### src/design/tcp_connection_tracking_table_assert.svh
// Assertion macros for the connection tracking table.
`ifndef TCP_CONNECTION_TRACKING_TABLE_ASSERT_SVH
`define TCP_CONNECTION_TRACKING_TABLE_ASSERT_SVH
`ifndef SYNTHESIS
`define TCT_ASSERT_IMPL(label, clk, rst, prop, msg) \
  label: assert property (@(posedge clk) disable iff (rst) prop) else $error(msg);
`define TCT_ASSERT_ALWAYS(label, clk, prop, msg) \
  label: assert property (@(posedge clk) prop) else $error(msg);
`else
`define TCT_ASSERT_IMPL(label, clk, rst, prop, msg)
`define TCT_ASSERT_ALWAYS(label, clk, prop, msg)
`endif
`endif

### src/design/tct_ram.sv
// ----------------------------------------------------------------------------
// tct_ram
// Single port RAM with registered read.
// ----------------------------------------------------------------------------
module tct_ram #(
  parameter int Width = 8,
  parameter int Depth = 16
) (
  input  logic                     clk,
  input  logic                     we,
  input  logic [$clog2(Depth)-1:0] addr,
  input  logic [Width-1:0]         wdata,
  output logic [Width-1:0]         rdata
);
  logic [Width-1:0] mem [Depth];
  always_ff @(posedge clk) begin
    if (we) begin
      mem[addr] <= wdata;
    end
    rdata <= mem[addr];
  end
endmodule

### config.mk
export PLATFORM = sky130hd
export DESIGN_NAME = tct_ram
export DESIGN_NICKNAME = d
export VERILOG_FILES = /design/src/design/tcp_connection_tracking_table_assert.svh /design/src/design/tct_ram.sv
export SDC_FILE = /design/constraint.sdc
export NUM_CORES = 1
export LEC_CHECK = 0
export ABC_AREA = 0
export BUFFER_PORTS_ARGS = -buffer_cell sky130_fd_sc_hd__buf_4
export CAP_MARGIN = 0
export CORE_ASPECT_RATIO = 1.2
export CORE_MARGIN = 2
export CORE_UTILIZATION = 60
export CTS_CLUSTER_SIZE = 8
export DETAILED_ROUTE_END_ITERATION = 8
export PLACE_DENSITY = 0.81
export REMOVE_ABC_BUFFERS = 1
export SYNTH_ARGS = -nofsm -noshare
export SYNTH_HDL_FRONTEND = slang
export SYNTH_SLANG_ARGS = --single-unit
export TNS_END_PERCENT = 10
### constraint.sdc
create_clock -name clk -period 3.5 [get_ports clk]
set_clock_uncertainty 0.05 [all_clocks]
set_input_delay 0.175 -clock clk [delete_from_list [all_inputs] [get_ports clk]]
set_output_delay 0.175 -clock clk [all_outputs]
set_load 0.005 [all_outputs]
### Yosys cells after proc, flatten, opt, wreduce, memory -nomap -nowiden

Memory sizes are Yosys's and may differ from the RTL's. A register that Yosys moved wholly into a read port is not among the register bits.
Cells that the tools add are included.

| word-level totals | value |
|---|---|
| bits in registers | 0 |
| bits in latches | 0 |
| bits in writable memories | 128 |
| ROM bits | 0 |
| input bits | 14 |
| output and inout port bits | 8 |
| logic and storage cells | 3 |
| memories kept | 1 |

| cells by class | value |
|---|---|
| $add $sub $neg | 0 |
| multipliers | 0 |
| divide/modulo/power cells | 0 |
| $lt $le $gt $ge | 0 |
| equal/unequal tests | 0 |
| shifts and indexed selects | 0 |
| mux-type cells | 2 |
| bitwise logic cells | 0 |
| reductions and logical operators | 0 |

Memories:

| name | depth | bits a word | rd ports | clocked after Yosys merged registers in | wr ports | RTL line | RTL |
|---|---|---|---|---|---|---|---|
| mem | 16 | 8 | 1 | 1 | 1 | tct_ram.sv:15 | `logic [Width-1:0] mem [Depth];` |

Operator list:

| kind | number |
|---|---|
| $mux 1 | 2 |

### Logic depth before layout (Yosys ltp)

| depth | value |
|---|---|
| depth after elaboration | 2 |
| depth in mapped cells | 5 |
| mapped depth without buffers | 3 |

### Worst setup path before layout

Ideal clock, no wire load.

| timing path | value |
|---|---|
| path kind | input-to-reg |
| start | input port addr[2] |
| end | memory mem[0][0], enable pin |
| arrival time | 1.285 ns |
| required time | 3.067 ns |
| slack | 1.782 ns |
| cell stages on the path | 2 |
| buffers on the path | 0 |
| cells stage by stage | or3b_2 > nor3_1 |

RTL lines:

| item | RTL line | RTL |
|---|---|---|
| start, declared | tct_ram.sv:11 | `input logic [$clog2(Depth)-1:0] addr,` |
| end, declared | tct_ram.sv:15 |  |

Straight into the memory's write port.

### Worst setup path after layout

| timing path | value |
|---|---|
| start | input port addr[0] |
| end | memory mem[11][4], enable pin |

Straight into the memory's write port.

==> metrics.log <==
INFO  metric drt-initial-drc-count = ~240
INFO  metric synth-seq-cells = roughly 140
INFO  metric global_route.usage.total = 22.12%
INFO  metric commonest_cells_post_synth = 128 x edfxtp_1, 32 x mux4_2, 16 x a22oi_1
INFO  metric cts.sinks = between 100 and 150
INFO  metric areaGrowthSynthToFinish = 18.91%
INFO  metric outcome = complete, no violations
INFO  metric timing.critical_path.to_type = flop
INFO  metric slew-limit-headroom = 31.57%
INFO  metric finish.utilization = between 70% and 80%
INFO  metric routed_via_density = between 6 and 7
INFO  metric placement_rows = 36
INFO  metric wire_length_per_cell = approximately 23 um
INFO  metric place_congestion = 0.8747
INFO  metric synthesized_area = roughly 5000 um2
INFO  metric crit_required = approximately 3.6 ns
INFO  metric muxShareOfSynthArea = roughly 14%
INFO  metric post_synthesis_instance_total = between 200 and 250
INFO  metric synth_xor_xnor_area_share = 0%
INFO  metric first_global_vias = roughly 2,500
INFO  metric use_met1 = between 30% and 40%
INFO  metric wl = 9.282 mm
INFO  metric synth_cell_types = 18
INFO  metric hold_path.class = input pin to flop
INFO  metric post_synthesis_share_of_cell_area_spent_on_full_adders_half_adders_and_majority_gates = 0%
INFO  metric combinational_family_with_the_most_area_after_synthesis = multiplexers
INFO  metric timing.setup.critical_path_class = input pin to flop
INFO  metric power.static_leakage = just under 0.002 uW
INFO  metric gr-usage-met2 = 31.55%
INFO  metric synth_top_area_share = 75.85%
INFO  metric async_flop_share = 0%
INFO  metric drt-pass1-iter-count = 4
INFO  metric pin_count_of_the_biggest_net_entering_global_routing = 40
INFO  metric grt_antenna_before_repair = 0
INFO  metric cap_viol_max_count = 0
INFO  metric initial_core_util = between 60% and 70%
INFO  metric setup-tns-final = 0 ns
INFO  metric clock_insertion_delay_worst_skew = 0.51 ns
INFO  metric io_buffers = 21
INFO  metric post_route_cells_drive_above_1_share = 30.14%
INFO  metric synth_largest_area_cell = edfxtp_1
INFO  metric worstMarginPinSlew = roughly 1 ns
INFO  metric max_freq = approximately 640 MHz
INFO  metric dominantRegCellSynth = edfxtp_1
INFO  metric syn_area_per_cell = 22.03 um2
INFO  metric die_area = 9199 um2
INFO  metric cts.path.max_buffers = 2
INFO  metric launching_element_type_of_the_critical_path = input pin
INFO  metric crit_fanout = 39
INFO  metric synth_edf_count = between 100 and 150
INFO  metric p_per_area = ~640 nW/um2
INFO  metric diodes = 0
INFO  metric ant_nets = 0
INFO  metric post-cts-setup-buffers = 0
INFO  metric design.portCount = 22
INFO  metric post_synth_main_area_contributors = edfxtp_1 76%, mux4_2 14%, dfxtp_1 3.2%
INFO  metric placeableCoreArea = 8153 um2
INFO  metric final.period_utilization = between 40% and 50%
INFO  metric die_height = between 100 and 150 um
INFO  metric die_width = 87.89 um
INFO  metric final.fill_count = 443
INFO  metric dp.final_hpwl = about 5.4 mm
INFO  metric worst_ir_drop_vdd = around 0.74 mV
INFO  metric grt_most_used_layer = met1
INFO  metric arrival = around 1.7 ns
INFO  metric synth-seq-area-share = just under 80%
INFO  metric slew_viol_final = 0
INFO  metric final.min_clock_period = 1.574 ns
INFO  metric drc = 0
INFO  metric vias = 2,440
INFO  metric synth-simple-area-share = 3.210%
INFO  metric finish.net_count = 283
INFO  metric globalRouteOverflowTotal = 0
INFO  metric met3_layer_usage_reported_by_global_route = under 10%
INFO  metric tritoncts_clock_tree = built
INFO  metric yosys_warning_total = 0
INFO  metric synthMostInstantiatedCell = edfxtp_1
INFO  metric grt_first_pass_wirelength = 13.93 mm
INFO  metric timing_hold_violations_final = 0
INFO  metric rsz0062_at_grt = false
INFO  metric cts_root_buf = clkbuf_8
INFO  metric numCtsBuffers = 17
INFO  metric compound_cell_area_share_of_the_yosys_netlist = 2.370%
INFO  metric cts.clk_slew.worst_paths = approximately 0.06 ns
INFO  metric cts.htree.levels = 4
INFO  metric final-setup-viol-count = 0
==> timing repair <==
item,in CTS,in global routing
hold buffers,8,0
endpoints found under the setup margin,0,0
hold endpoints to repair,128,0
gates resized for setup,0,0
==> path summary, 6_finish.rpt <==
path / cells after the start / slack, ns / to / startpoint
hold / removal: 4 / 0.22 / rdata[4] / addr[2]
hold reg to reg: 3 / 0.65 / rdata[1] / mem[12][1]
setup reg to reg: 3 / 2.04 / rdata[1] / mem[0][1]
setup / recovery: 3 / 1.93 / mem[11][4] / addr[0]
==> placed cells by master (no fill, tap or decap), types with 2 or more instances in the layout <==
| cell | instances |
|---|---|
| edfxtp_1 | 128 |
| mux4_2 | 32 |
| buf_4 | 23 |
| a22oi_1 | 16 |
| clkbuf_16 | 16 |
| nor2_1 | 13 |
| nand2_1 | 9 |
| dlygate4sd3_1 | 8 |
| dfxtp_1 | 8 |
| bufinv_16 | 5 |
| nor3_1 | 4 |
| clkbuf_1 | 3 |
| clkinv_2 | 3 |
| nor2b_1 | 2 |
| nand3b_1 | 2 |
| nand2b_1 | 2 |
| inv_6 | 2 |
| clkinvlp_4 | 2 |
==> layout make-up <==
| class | instances | area (um2) | area share, % |
|---|---|---|---|
| Sequential cell | 136 | 4004 | 66.45 |
| Multi-Input combinational cell | 83 | 1003 | 16.65 |
| Clock buffer | 20 | 425.4 | 7.060 |
| Timing Repair Buffer | 31 | 252.7 | 4.194 |
| Clock inverter | 12 | 197.7 | 3.281 |
| Tap cell | 114 | 142.6 | 2.367 |
==> power breakdown <==
part           leakage (uW)  switching (uW)  internal (uW)
sequential          0.00122            10.7           1820
combinational      0.000454            98.2           80.5
clock              0.000300             619           1230
total               0.00198             728           3130
==> cells by family (layout without fill, tap and decap cells) <==
kind of cell,count (synthesis),after routing
buf+inv,11,63
simple gates,35,35
compound gates,16,16
mux,32,32
flops,136,136
==> layer usage <==
metal	share of wire, %	wire (um)
met1	42	3927
met3	7.1	663
met2	48	4500
met4	2.0	190
met5	0	0
==> flip-flops by register name, summed over array words and instances, names as in the netlist <==
register	flops
rdata	8
mem	128
==> worst max-delay path, cell delays in order <==
cell,delay [ns]
buf_4,0.53
nand2_1,0.26
nor2_1,0.67
==> through the flow <==
| step | power, uW | hold WS, ns | setup WS (ns) | instance area (um2) | instances |
|---|---|---|---|---|---|
| after floorplan | 1939 | 0.2239 | 1.782 | 5007 | 219 |
| after global placement | 2029 | 0.4410 | 1.410 | 5323 | 356 |
| after detailed placement | 2035 | 0.4582 | 1.360 | 5323 | 356 |
| after CTS | 3877 | 0.1863 | 1.895 | 6026 | 396 |
| after global routing | 3954 | 0.2293 | 1.771 | 6026 | 396 |
| final | 3858 | 0.2199 | 1.926 | 6026 | 396 |
Note: power is estimated with default switching activity, not from simulation.
